[src/design/dvms_pkg.sv]
// ----------------------------------------------------------------------------
// dvms_pkg
// shared types and constants of the dotted version maximum scanner
// ----------------------------------------------------------------------------
package dvms_pkg;

  localparam int NUM_PARTS     = 4;
  localparam int OUT_PART_BITS = 16;
  localparam int CHAR_BITS     = 16;
  localparam int LEN_BITS      = 8;
  localparam int LIMIT_BITS    = 8;

  localparam logic [CHAR_BITS-1:0] CH_DASH = 16'h002D;
  localparam logic [CHAR_BITS-1:0] CH_DOT  = 16'h002E;
  localparam logic [CHAR_BITS-1:0] CH_ZERO = 16'h0030;
  localparam logic [CHAR_BITS-1:0] CH_NINE = 16'h0039;

  localparam logic [LIMIT_BITS-1:0] LIMIT_RESET = 8'd40;
  localparam logic [LEN_BITS-1:0]   LEN_SAT     = 8'hFF;
  localparam logic [1:0]            DOT_LAST    = 2'd3;

  // classified character
  typedef enum logic [1:0] {
    TK_OTHER,
    TK_DIGIT,
    TK_DOT,
    TK_DASH
  } tok_kind_t;

  typedef struct packed {
    tok_kind_t  kind;
    logic [3:0] digit;
    logic       last;
  } tok_t;

  typedef struct packed {
    logic [CHAR_BITS-1:0] char_code;
    logic                 last;
  } in_item_t;

  typedef struct packed {
    logic                     found;
    logic [OUT_PART_BITS-1:0] major_part;
    logic [OUT_PART_BITS-1:0] minor_part;
    logic [OUT_PART_BITS-1:0] patch_part;
    logic [OUT_PART_BITS-1:0] build_part;
  } out_item_t;

  typedef enum logic [1:0] {
    MS_IDLE,
    MS_NEED_DIGIT,
    MS_DIGITS
  } match_state_t;

  typedef struct packed {
    logic open;
    logic add;
    logic count;
    logic dot;
    logic finish;
  } match_act_t;

  typedef struct packed {
    logic full;
    logic empty;
  } queue_stat_t;

endpackage

[src/design/dvms_ifs.sv]
// ----------------------------------------------------------------------------
// dvms channel interfaces
// valid/ready channels for characters, results and the limit register
// ----------------------------------------------------------------------------
interface dvms_in_if import dvms_pkg::*; ();
  logic     valid;
  logic     ready;
  in_item_t data;

  modport source (output valid, output data, input ready);
  modport sink   (input valid, input data, output ready);
endinterface

interface dvms_out_if import dvms_pkg::*; ();
  logic      valid;
  logic      ready;
  out_item_t data;

  modport source (output valid, output data, input ready);
  modport sink   (input valid, input data, output ready);
endinterface

interface dvms_cfg_if import dvms_pkg::*; ();
  logic                  valid;
  logic                  ready;
  logic [LIMIT_BITS-1:0] data;

  modport source (output valid, output data, input ready);
  modport sink   (input valid, input data, output ready);
endinterface

[src/design/dvms_front.sv]
// ----------------------------------------------------------------------------
// dvms_front
// accepts characters and classifies them into tokens for the queue
// ----------------------------------------------------------------------------
module dvms_front import dvms_pkg::*; (
  dvms_in_if.sink    in_ch,
  input  queue_stat_t q_stat,
  output logic        push,
  output tok_t        push_tok
);

  logic [CHAR_BITS-1:0] c;
  logic [CHAR_BITS-1:0] c_off;

  assign c     = in_ch.data.char_code;
  assign c_off = c - CH_ZERO;

  assign in_ch.ready = !q_stat.full;
  assign push        = in_ch.valid && !q_stat.full;

  always_comb begin
    push_tok.last  = in_ch.data.last;
    push_tok.digit = c_off[3:0];
    if (c >= CH_ZERO && c <= CH_NINE) begin
      push_tok.kind = TK_DIGIT;
    end else if (c == CH_DOT) begin
      push_tok.kind = TK_DOT;
    end else if (c == CH_DASH) begin
      push_tok.kind = TK_DASH;
    end else begin
      push_tok.kind = TK_OTHER;
    end
  end

endmodule

[src/design/dvms_queue.sv]
// ----------------------------------------------------------------------------
// dvms_queue
// short token queue between the front and the back
// ----------------------------------------------------------------------------
module dvms_queue import dvms_pkg::*; #(
  parameter int DEPTH = 2
) (
  input  logic        clk,
  input  logic        rst_n,
  input  logic        push,
  input  tok_t        push_tok,
  input  logic        pop,
  output tok_t        head_tok,
  output queue_stat_t q_stat
);

  localparam int PTR_W = (DEPTH > 1) ? $clog2(DEPTH) : 1;
  localparam int CNT_W = $clog2(DEPTH + 1);

  tok_t             mem_r [DEPTH];
  logic [PTR_W-1:0] wr_ptr_r, wr_ptr_nxt;
  logic [PTR_W-1:0] rd_ptr_r, rd_ptr_nxt;
  logic [CNT_W-1:0] count_r, count_nxt;

  function automatic logic [PTR_W-1:0] ptr_inc(input logic [PTR_W-1:0] p);
    if (p == PTR_W'(DEPTH - 1)) begin
      ptr_inc = '0;
    end else begin
      ptr_inc = p + 1'b1;
    end
  endfunction

  assign head_tok     = mem_r[rd_ptr_r];
  assign q_stat.full  = (count_r == CNT_W'(DEPTH));
  assign q_stat.empty = (count_r == '0);

  always_comb begin
    wr_ptr_nxt = push ? ptr_inc(wr_ptr_r) : wr_ptr_r;
    rd_ptr_nxt = pop  ? ptr_inc(rd_ptr_r) : rd_ptr_r;
    count_nxt  = count_r;
    if (push && !pop) begin
      count_nxt = count_r + 1'b1;
    end else if (pop && !push) begin
      count_nxt = count_r - 1'b1;
    end
  end

  always_ff @(posedge clk) begin
    if (!rst_n) begin
      wr_ptr_r <= '0;
      rd_ptr_r <= '0;
      count_r  <= '0;
    end else begin
      wr_ptr_r <= wr_ptr_nxt;
      rd_ptr_r <= rd_ptr_nxt;
      count_r  <= count_nxt;
    end
  end

  always_ff @(posedge clk) begin
    if (push) begin
      mem_r[wr_ptr_r] <= push_tok;
    end
  end

endmodule

[src/design/dvms_back.sv]
// ----------------------------------------------------------------------------
// dvms_back
// match engine, best version tracking, limit register and result register
// ----------------------------------------------------------------------------
module dvms_back import dvms_pkg::*; #(
  parameter int PART_BITS = 16
) (
  input  logic         clk,
  input  logic         rst_n,
  dvms_cfg_if.sink     cfg_ch,
  dvms_out_if.source   out_ch,
  input  tok_t         tok,
  input  queue_stat_t  q_stat,
  output logic         pop
);

  localparam int WIDE_BITS = PART_BITS + 4;

  typedef logic [0:NUM_PARTS-1][PART_BITS-1:0] parts_t;

  match_state_t          state_r, state_nxt;
  match_act_t            act;
  logic [1:0]            dot_r, dot_nxt;
  logic [LEN_BITS-1:0]   len_r, len_nxt;
  parts_t                cur_r, cur_nxt;
  parts_t                best_r, best_nxt, best_upd;
  logic                  best_valid_r, best_valid_nxt, best_valid_upd;
  logic [LIMIT_BITS-1:0] limit_r;
  logic                  out_valid_r, out_valid_nxt;
  out_item_t             out_data_r, out_data_nxt;

  logic [PART_BITS-1:0]  cur_sel;
  logic [WIDE_BITS-1:0]  acc;
  logic [PART_BITS-1:0]  acc_sat;
  logic                  len_ok;

  // a last token must not overwrite a result still waiting
  assign pop = !q_stat.empty && (!tok.last || !out_valid_r || out_ch.ready);

  assign cfg_ch.ready = 1'b1;
  assign out_ch.valid = out_valid_r;
  assign out_ch.data  = out_data_r;

  // next state
  always_comb begin
    state_nxt = state_r;
    if (pop) begin
      case (state_r)
        MS_IDLE: begin
          if (tok.kind == TK_DASH) state_nxt = MS_NEED_DIGIT;
        end
        MS_NEED_DIGIT: begin
          state_nxt = (tok.kind == TK_DIGIT) ? MS_DIGITS : MS_IDLE;
        end
        MS_DIGITS: begin
          if (tok.kind == TK_DIGIT) begin
            state_nxt = MS_DIGITS;
          end else if (dot_r != DOT_LAST && tok.kind == TK_DOT) begin
            state_nxt = MS_NEED_DIGIT;
          end else begin
            state_nxt = MS_IDLE;
          end
        end
        default: state_nxt = MS_IDLE;
      endcase
      if (tok.last) state_nxt = MS_IDLE;
    end
  end

  // actions
  always_comb begin
    act = '0;
    if (pop) begin
      case (state_r)
        MS_IDLE: begin
          act.open = (tok.kind == TK_DASH);
        end
        MS_NEED_DIGIT: begin
          act.add   = (tok.kind == TK_DIGIT);
          act.count = (tok.kind == TK_DIGIT);
        end
        MS_DIGITS: begin
          if (tok.kind == TK_DIGIT) begin
            act.add   = 1'b1;
            act.count = 1'b1;
          end else if (dot_r == DOT_LAST) begin
            act.finish = 1'b1;
          end else if (tok.kind == TK_DOT) begin
            act.dot   = 1'b1;
            act.count = 1'b1;
          end
        end
        default: act = '0;
      endcase
    end
  end

  // datapath
  always_comb begin
    cur_sel = cur_r[dot_r];
    acc     = WIDE_BITS'({cur_sel, 3'b000}) + WIDE_BITS'({cur_sel, 1'b0})
            + WIDE_BITS'(tok.digit);
    acc_sat = (acc[WIDE_BITS-1:PART_BITS] != '0) ? '1 : acc[PART_BITS-1:0];
    len_ok  = (len_r != LEN_SAT) && (len_r <= limit_r);

    dot_nxt = dot_r;
    len_nxt = len_r;
    cur_nxt = cur_r;
    if (act.open) begin
      dot_nxt = '0;
      len_nxt = '0;
      cur_nxt = '0;
    end
    if (act.add) cur_nxt[dot_r] = acc_sat;
    if (act.dot) dot_nxt = dot_r + 1'b1;
    if (act.count && len_r != LEN_SAT) len_nxt = len_r + 1'b1;

    best_upd       = best_r;
    best_valid_upd = best_valid_r;
    if (act.finish && len_ok && (!best_valid_r || cur_r > best_r)) begin
      best_upd       = cur_r;
      best_valid_upd = 1'b1;
    end

    best_nxt       = best_upd;
    best_valid_nxt = best_valid_upd;

    out_data_nxt.found      = best_valid_upd;
    out_data_nxt.major_part = best_valid_upd ? OUT_PART_BITS'(best_upd[0]) : '0;
    out_data_nxt.minor_part = best_valid_upd ? OUT_PART_BITS'(best_upd[1]) : '0;
    out_data_nxt.patch_part = best_valid_upd ? OUT_PART_BITS'(best_upd[2]) : '0;
    out_data_nxt.build_part = best_valid_upd ? OUT_PART_BITS'(best_upd[3]) : '0;

    out_valid_nxt = out_valid_r && !out_ch.ready;
    if (pop && tok.last) begin
      out_valid_nxt  = 1'b1;
      dot_nxt        = '0;
      len_nxt        = '0;
      cur_nxt        = '0;
      best_nxt       = '0;
      best_valid_nxt = 1'b0;
    end
  end

  always_ff @(posedge clk) begin
    if (!rst_n) begin
      state_r      <= MS_IDLE;
      dot_r        <= '0;
      len_r        <= '0;
      cur_r        <= '0;
      best_r       <= '0;
      best_valid_r <= 1'b0;
      limit_r      <= LIMIT_RESET;
      out_valid_r  <= 1'b0;
    end else begin
      state_r      <= state_nxt;
      dot_r        <= dot_nxt;
      len_r        <= len_nxt;
      cur_r        <= cur_nxt;
      best_r       <= best_nxt;
      best_valid_r <= best_valid_nxt;
      out_valid_r  <= out_valid_nxt;
      if (cfg_ch.valid) limit_r <= cfg_ch.data;
    end
  end

  always_ff @(posedge clk) begin
    if (pop && tok.last) out_data_r <= out_data_nxt;
  end

endmodule

[src/design/dotted_version_max_scanner.sv]
// ----------------------------------------------------------------------------
// dotted_version_max_scanner
// finds the greatest dash-prefixed four-part dotted version in a text stream
// ----------------------------------------------------------------------------
// usage
//   in_ch  : one character per cycle while ready, char_code plus last flag
//   out_ch : one result transaction per text, issued after the last character
//   cfg_ch : writes max_match_length, always ready, write only while idle
// flow
//   a character is classified by the front, registered in the token queue and
//   handled by the back from there; the result register turns valid once the
//   back has handled the last character and holds until it is taken
// throughput
//   one character per cycle while no last character is held, set by the match
//   update (one times-ten accumulate and one four-part compare in the back)
// reset
//   rst_n clears the match state, the best version, the queue and the result
//   valid flag; the limit returns to 40
// stalls
//   while a result waits, characters keep flowing; a last character waits in
//   the queue until the result is taken, and in_ch.ready drops once it fills
// ----------------------------------------------------------------------------
module dotted_version_max_scanner import dvms_pkg::*; #(
  parameter int PART_BITS   = 16,
  parameter int QUEUE_DEPTH = 2
) (
  input  logic        clk,
  input  logic        rst_n,
  dvms_in_if.sink     in_ch,
  dvms_out_if.source  out_ch,
  dvms_cfg_if.sink    cfg_ch
);

  // front to queue
  logic        q_push;
  tok_t        q_push_tok;
  // queue to back
  tok_t        head_tok;
  queue_stat_t q_stat;
  logic        back_pop;

  // classification of incoming characters
  dvms_front u_front (
    .in_ch    (in_ch),
    .q_stat   (q_stat),
    .push     (q_push),
    .push_tok (q_push_tok)
  );

  // decouples the front from a stalled back
  dvms_queue #(
    .DEPTH (QUEUE_DEPTH)
  ) u_queue (
    .clk      (clk),
    .rst_n    (rst_n),
    .push     (q_push),
    .push_tok (q_push_tok),
    .pop      (back_pop),
    .head_tok (head_tok),
    .q_stat   (q_stat)
  );

  // match engine and result register
  dvms_back #(
    .PART_BITS (PART_BITS)
  ) u_back (
    .clk    (clk),
    .rst_n  (rst_n),
    .cfg_ch (cfg_ch),
    .out_ch (out_ch),
    .tok    (head_tok),
    .q_stat (q_stat),
    .pop    (back_pop)
  );

  // the back never takes a token from an empty queue
  a_no_pop_empty: assert property (@(posedge clk) disable iff (!rst_n)
    back_pop |-> !q_stat.empty)
    else $error("token popped from empty queue");

  // handling the last character always produces a result
  a_last_gives_result: assert property (@(posedge clk) disable iff (!rst_n)
    back_pop && head_tok.last |=> out_ch.valid)
    else $error("last character gave no result");

  // with nothing found every part reads zero
  a_empty_result_zero: assert property (@(posedge clk) disable iff (!rst_n)
    out_ch.valid && !out_ch.data.found |->
      out_ch.data.major_part == '0 && out_ch.data.minor_part == '0 &&
      out_ch.data.patch_part == '0 && out_ch.data.build_part == '0)
    else $error("empty result carries nonzero parts");

endmodule
[src/flat_wrapper.sv]
// flat-port wrapper written by rule: the top's interface ports become plain ports
module dotted_version_max_scanner_flat import dvms_pkg::*;
#(
  parameter int PART_BITS   = 16,
  parameter int QUEUE_DEPTH = 2
)
  (clk, rst_n, in_ch_valid, in_ch_data, in_ch_ready, out_ch_valid, out_ch_data, out_ch_ready, cfg_ch_valid, cfg_ch_data, cfg_ch_ready);
  dvms_in_if in_ch_i ();
  dvms_out_if out_ch_i ();
  dvms_cfg_if cfg_ch_i ();
  input  logic clk;
  input  logic rst_n;
  input wire logic [$bits(in_ch_i.valid)-1:0] in_ch_valid;
  input wire logic [$bits(in_ch_i.data)-1:0] in_ch_data;
  output wire logic [$bits(in_ch_i.ready)-1:0] in_ch_ready;
  output wire logic [$bits(out_ch_i.valid)-1:0] out_ch_valid;
  output wire logic [$bits(out_ch_i.data)-1:0] out_ch_data;
  input wire logic [$bits(out_ch_i.ready)-1:0] out_ch_ready;
  input wire logic [$bits(cfg_ch_i.valid)-1:0] cfg_ch_valid;
  input wire logic [$bits(cfg_ch_i.data)-1:0] cfg_ch_data;
  output wire logic [$bits(cfg_ch_i.ready)-1:0] cfg_ch_ready;
  assign in_ch_i.valid = in_ch_valid;
  assign in_ch_i.data = in_ch_data;
  assign in_ch_ready = in_ch_i.ready;
  assign out_ch_valid = out_ch_i.valid;
  assign out_ch_data = out_ch_i.data;
  assign out_ch_i.ready = out_ch_ready;
  assign cfg_ch_i.valid = cfg_ch_valid;
  assign cfg_ch_i.data = cfg_ch_data;
  assign cfg_ch_ready = cfg_ch_i.ready;
  dotted_version_max_scanner #(.PART_BITS(PART_BITS), .QUEUE_DEPTH(QUEUE_DEPTH)) u_core (.clk(clk), .rst_n(rst_n), .in_ch(in_ch_i), .out_ch(out_ch_i), .cfg_ch(cfg_ch_i));
endmodule
[config.mk]
export PLATFORM = sky130hd
export DESIGN_NAME = dotted_version_max_scanner_flat
export DESIGN_NICKNAME = d
export VERILOG_FILES = /design/src/design/dvms_pkg.sv /design/src/design/dvms_ifs.sv /design/src/design/dvms_front.sv /design/src/design/dvms_queue.sv /design/src/design/dvms_back.sv /design/src/design/dotted_version_max_scanner.sv /design/src/flat_wrapper.sv
export SDC_FILE = /design/constraint.sdc
export NUM_CORES = 1
export LEC_CHECK = 0
export ABC_CLOCK_PERIOD_IN_PS = 4800
export BUFFER_PORTS_ARGS = -buffer_cell sky130_fd_sc_hd__buf_2
export CAP_MARGIN = 20
export CELL_PAD_IN_SITES_DETAIL_PLACEMENT = 0
export CELL_PAD_IN_SITES_GLOBAL_PLACEMENT = 1
export CORE_UTILIZATION = 35
export CTS_CLUSTER_DIAMETER = 80
export CTS_CLUSTER_SIZE = 10
export DETAILED_ROUTE_END_ITERATION = 10
export PLACE_DENSITY_LB_ADDON = 0.1
export SYNTH_ARGS = -nofsm -noshare
export SYNTH_HDL_FRONTEND = slang
export SYNTH_SLANG_ARGS = --single-unit
[constraint.sdc]
create_clock -name clk -period 4.8 [get_ports clk]
set_input_delay 0.24 -clock clk [delete_from_list [all_inputs] [get_ports clk]]
set_output_delay 0.24 -clock clk [all_outputs]
set_load 0.1 [all_outputs]
# After elaboration in Yosys (flattened, before gate mapping)

Memories as Yosys holds them, arrays and structs flattened. A register that Yosys moved wholly into a read port is not among the register bits.
Index checks and enable logic that the tools add are counted.

Register bits: 219
Memory bits (writable): 14
Bits of input ports: 30
Output and inout port bits: 68
Memories kept: 1

Memory list:

| memory               | depth | width | read ports | clocked after Yosys merged registers in | write ports | RTL line         | text |
|---|---|---|---|---|---|---|---|
| u_core.u_queue.mem_r | 2     | 7     | 1          | 1                                       | 1           | dvms_queue.sv:20 | `tok_t mem_r [DEPTH];` |

$add $sub $neg: 9
Magnitude comparators: 6
Eq/ne operators: 12
Mux-type cells: 43
Bitwise operators: 2
Reduce and logical (&&, ||, !) cells: 32

Operators by type and width:

| operator                                                            | number |
|---|---|
| 2-to-1 mux 64 bit                                                   | 3 |
| bitwise mux 64 bit                                                  | 1 |
| greater-than comparator 64 bit                                      | 1 |
| 2-to-1 mux 16 bit                                                   | 4 |
| binary-select mux 16 bit (select 2 bit)                             | 1 |
| demux 16 bit (select 2 bit)                                         | 1 |
| equality test 16 x 6 -> 1 bit (second input constant)               | 2 |
| 2-to-1 mux 2 bit                                                    | 15 |
| adder 19 x 17 -> 20 bit                                             | 1 |
| adder 20 x 4 -> 20 bit                                              | 1 |
| greater-or-equal comparator 16 x 6 -> 1 bit (second input constant) | 1 |
| less-or-equal comparator 16 x 6 -> 1 bit (second input constant)    | 1 |
| 2-to-1 mux 8 bit                                                    | 2 |
| logical AND 1 bit                                                   | 13 |
| 2-to-1 mux 1 bit                                                    | 13 |
| equality test 2 bit (second input constant)                         | 5 |
| adder 8 x 1 -> 8 bit (second input constant)                        | 1 |
| less-or-equal comparator 8 bit                                      | 1 |
| zero test 1 bit                                                     | 8 |
| != test 8 bit (second input constant)                               | 1 |
| case mux 2 bit (3 select lines)                                     | 1 |
| nonzero test 2 bit                                                  | 3 |
| 2-to-1 mux 5 bit                                                    | 1 |
| adder 2 x 1 -> 2 bit (second input constant)                        | 2 |
| other kinds (16)                                                    | 21 |

# Longest topological paths before layout

Word-level depth: 10
Mapped depth: 14
Depth with buffers taken out: 12

# Modules after synthesis

A second synthesis with hierarchy kept.

Cells, all modules: 1,194
Area total of the unflattened synthesis: 11,880.1 µm²

Modules (own cells, without submodules):

| module     | times used | cells an instance | area each (µm²) | seq. area each (µm²) |
|---|---|---|---|---|
| dvms_back  | 1          | 1,130             | 11,023.1        | 4,954.8 |
| dvms_queue | 1          | 44                | 723.2           | 520.5 |
| dvms_front | 1          | 20                | 133.9           | 0.0 |

# Least setup slack after synthesis

OpenSTA, ideal clock, no wires.

Path type: reg-to-reg
Start: register u_core.u_back.out_valid_r (netlist: u_core.u_back.out_ch.valid)
End: register u_core.u_back.out_data_r, in the netlist u_core.u_back.out_ch.data[0] (enable)
Arrival: 3.917 ns
Data required time: 4.312 ns
Path slack: 0.394 ns
Stages on the path, launching flop included: 5
Path through: dfxtp_1 -> nand2b_1 -> o22a_1 -> inv_1 -> nor2_1

Cells in the longest elaborated chain, start to end: 5

Ends and longest elaborated chain:

| what                          | RTL line         | text |
|---|---|---|
| start, declared               | dvms_back.sv:29  | `logic out_valid_r, out_valid_nxt;` |
| start signal, assigned        | dvms_back.sv:162 | `out_valid_r <= out_valid_nxt;` |
| zero test 1 bit               | dvms_back.sv:38  | `assign pop = !q_stat.empty && (!tok.last \|\| !out_valid_r \|\| out_ch.ready);` |
| logical OR 1 bit (2 in a row) | dvms_back.sv:38  |  |
| logical AND 1 bit             | dvms_back.sv:38  |  |
| logical AND 1 bit             | dvms_back.sv:168 | `if (pop && tok.last) out_data_r <= out_data_nxt;` |
| end signal, assigned          | dvms_back.sv:168 |  |
| end, declared                 | dvms_back.sv:30  | `out_item_t out_data_r, out_data_nxt;` |

No other way between the ends.
A chain may end at the register's enable or synchronous reset.

# Worst setup path in the final report

Start: register u_core.u_back.dot_r[0]
End: register u_core.u_back.cur_r[19] (netlist bit)

Cells in the longest elaborated chain, start to end: 10

Ends and longest elaborated chain:

| what                                                 | RTL line                           | text |
|---|---|---|
| start, declared                                      | dvms_back.sv:23                    | `logic [1:0] dot_r, dot_nxt;` |
| start signal, assigned                               | dvms_back.sv:157                   | `dot_r <= dot_nxt;` |
| NOT 2 -> 3 bit (implied by the code) (*)             | dvms_back.sv:100, dvms_back.sv:114 |  |
| binary-select mux 16 bit (select 2 bit)              | dvms_back.sv:100                   | `cur_sel = cur_r[dot_r];` |
| 2-to-1 mux 16 bit (implied by the code) (2 in a row) | dvms_back.sv:100                   |  |
| adder 19 x 17 -> 20 bit                              | dvms_back.sv:101                   | `acc = WIDE_BITS'({cur_sel, 3'b000}) + WIDE_BITS'({cur_sel, 1'b0})` |
| adder 20 x 4 -> 20 bit                               | dvms_back.sv:102                   | `+ WIDE_BITS'(tok.digit);` |
| nonzero test 4 bit                                   | dvms_back.sv:103                   | `acc_sat = (acc[WIDE_BITS-1:PART_BITS] != '0) ? '1 : acc[PART_BITS-1:0];` |
| 2-to-1 mux 16 bit                                    | dvms_back.sv:103                   |  |
| bitwise mux 64 bit (*)                               | dvms_back.sv:114                   | `if (act.add) cur_nxt[dot_r] = acc_sat;` |
| 2-to-1 mux 64 bit (*)                                | dvms_back.sv:114                   |  |
| end signal, assigned                                 | dvms_back.sv:159                   | `cur_r <= cur_nxt;` |
| end, declared                                        | dvms_back.sv:25                    | `parts_t cur_r, cur_nxt;` |

Mark *: on every way between the ends. The rest lies on a longest branch, timed or not. The select of a mux whose other input is x is not followed.

==> impl_metrics.toml <==
[status]
status = "finished, final reports clean"

[sta]
worst_pin_slew_ns = 1.02
final_hold_viol_count = 0
finalCritPeriodShare_pct = 89.5
hold_slack_ns = 0.0523
setup_tns_ns = 0
setup_viol = 0
finalCriticalPeriod_ns = 4.29
maxSlewHeadroom_pct = 31.2
max_clock_freq_mhz = 233
skew_ns = 0.0239
slew_viol_final = 0
rsz0062_at_grt = "false"

[global_route]
grt_pass1_vias = 9688
grt_use_met1_pct = 26.5
use_met2_pct = 32.2
groute.layer.met3.usage_pct = 2.34
grt_first_pass_wirelength_mm = 57.4
grt_max_degree = 74
antenna_found_initial = 0
grt_overflow = 0
track_usage_pct = 19.3
busiest_layer = "met2"

[routing]
first_iter_violations = 550
drt_wl_total_mm = 36.8
wire_per_inst_um = 19.3
drc = 0
ant_nets = 0
viasPerCell = 5.18
drt_first_pass_iters = 5
vias = 9902

[logic_synthesis]
synthMuxAreaShare_pct = 15.4
synth_cells = 1279
synth.area.top_cells = "dfxtp_1 23%, edfxtp_1 18%, ha_1 11%"
synth_edf_count = 79
synth_top_area_cell = "dfxtp_1"
ys.warnings.count = 0
ys_ff_latch = 234
synth_top_family_by_area = "multiplexers"
yosys.area_share.simple_pct = 11.5
synth.avg_cell_area_um2 = 10.4
ys_types = 71
synth.top_cell.area_share_pct = 23.4
syn_nets = 1424
synth_compound_area_share_pct = 14.5
ys_async_sr_fraction_pct = 0
ys.flop_type = "dfxtp_1"
synth-xor-area-share_pct = 0.991
ys_seq_area_share_pct = 41.3
syn_area_um2 = 13300
synthAdderAreaFrac_pct = 11.0

[clock_tree]
clockBufferDepth = 3
cts_root_buf = "clkbuf_16"
cts.htree.levels = 1
path_clk_slew_ns = 0.06
cts.sinks = 234
cts_tree = "built"
cts_buffers = 28
insertion_delay_ns = 0.57
postCtsSetupBuffers = 0

[critical_path]
critPathMaxFanout = 14
worst-r2r-setup-slack_ns = 0.51
start_kind = "flop"
critPathTopFamily = "compound AO/OA/AOI/OAI gates"
path_buf_inv = 2
cpMostUsedCell = "ha_1"
crit_chain = "buf_4, mux4_2, ha_1, ha_1, inv_1, fa_1, nand2b_1, a21o_1, a21oi_1, a311o_1, a2bb2oi_4, a21oi_4, a211o_1"
crit_slowest_cell = "mux4_2"
path_class = "reg2reg"
cp_data_required_time_ns = 5.24
cpPeakStageDelay_ns = 0.57
endpoint_kind = "flop"
arrival_ns = 4.73

[placed_design]
hpwl_mm = 26.7
place_congestion = 0.880
io_buffers = 96
dp.cells = 1847

[floorplanning]
core_um2 = 37000
std_cell_rows = 70
ios = 98
start_util_pct = 35.9
die_h_um = 197
die_area_um2 = 38700
die_width_um = 197

[layout]
stdcell_count = 1911
final_common_cell = "nand2_1"
diodes = 0
synthToLayoutAreaGrowth_pct = 15.1
drive_gt1_share_pct = 19.2
fillCellCount = 3690
finalNetCount = 1533
final_cell_mix = "175 x nand2_1, 155 x dfxtp_1, 128 x a21oi_1"

[power]
peakVddDrop_mv = 0.256
power.density_nw_per_um2 = 389
leakagePower_nw = 5.87
finalPower_mw = 5.94

[run]
cap_violations = 0

[min_path]
min_path_type = "in2reg"
-- registers in the layout (all words and copies together), names as in the netlist, named ones only --
register / cells
u_core.u_queue.rd_ptr_r: 1
u_core.u_back.out_ch.valid: 1
u_core.u_back.best_r: 64
u_core.u_queue.count_r: 2
u_core.u_back.len_r: 8
u_core.u_back.state_r: 2
u_core.u_back.cur_r: 64
u_core.u_back.out_ch.data: 65
u_core.u_queue.mem_r: 14
u_core.u_back.dot_r: 2
u_core.u_back.limit_r: 8
u_core.u_back.best_valid_r: 1
u_core.u_queue.wr_ptr_r: 1
-- metrics by stage --
| step | cell area [um2] | setup WS [ns] | util [%] |
|---|---|---|---|
| floorplan | 13300 | 0.394 | - |
| global placement | 14300 | 0.593 | 38.7 |
| detailed placement | 14300 | 0.544 | 38.7 |
| CTS | 15300 | 0.516 | 41.3 |
| global route | 15300 | 0.262 | 41.3 |
| finish | 15300 | 0.506 | 41.3 |
-- synthesized netlist by cell type (all sizes together), types with 14 or more instances --
library cell    n
a21oi         132
a221o          54
and3           18
buf            33
clkbuf         37
dfxtp         155
edfxtp         79
ha            113
inv            87
mux2           67
mux2i          72
mux4           16
nand2         175
nand3          19
nand4          14
nor2           29
nor2b          14
o21ai          37
-- area by class of cell --
type	instances	area, um2	area share [%]
multi-input cells	888	7090	46.5
flip-flops and latches	234	5480	35.9
repair buffers	149	938	6.15
clock buffers	45	764	5.01
well taps	504	631	4.13
inverters	87	327	2.14
clock inverters	4	35.0	0.230
-- logic make-up (layout without fill, tap and decap cells) --
logic type	Yosys count	after routing
other	1	1
DFF	234	234
and+or+nand+nor	323	323
AOI/OAI and AO/OA	279	279
adders and majority gates	115	115
xor gates and xnor gates	15	15
muxes	155	155
buffers and inverters	157	285
-- worst reg2reg max path, cell delays in order, from the launching register on --
cell and delay [ns]:
dfxtp_1 0.47, buf_4 0.33, mux4_2 0.57, ha_1 0.30
ha_1 0.16, inv_1 0.06, fa_1 0.39, nand2b_1 0.18
a21o_1 0.18, a21oi_1 0.37, a311o_1 0.29, a2bb2oi_4 0.38
a21oi_4 0.20, a211o_1 0.30
-- routing by layer --
metal / wire length, um / vias to the layer above
met3: 1340 / 50
met2: 17300 / 187
met1: 17400 / 4774
met5: 0 / -
met4: 819 / 0
li1: - / 4891
-- path summary, 6_finish.rpt --
path | to | cells after the start | startpoint
setup / recovery | u_core.u_back.cur_r[19] | 13 | u_core.u_back.dot_r[0]
hold reg to reg | u_core.u_back.best_r[1] | 2 | u_core.u_back.best_r[1]
hold / removal | u_core.u_back.limit_r[3] | 2 | rst_n
setup reg to reg | u_core.u_back.cur_r[19] | 13 | u_core.u_back.dot_r[0]
-- repair_timing --
action | in CTS | in global routing
hold buffers | 14 | 0
endpoints found under the hold margin | 20 | 0
resized for setup | 0 | 0
-- where the power goes --
group	leakage [nW]	total, mW	switching (mW)	internal, mW
registers	2.01	2.33	0.0647	2.27
clock network	0.384	1.92	0.837	1.08
logic	3.48	1.68	1.43	0.257
total	5.87	5.94	2.33	3.61
No activity file was read; power rests on OpenSTA's default activity.
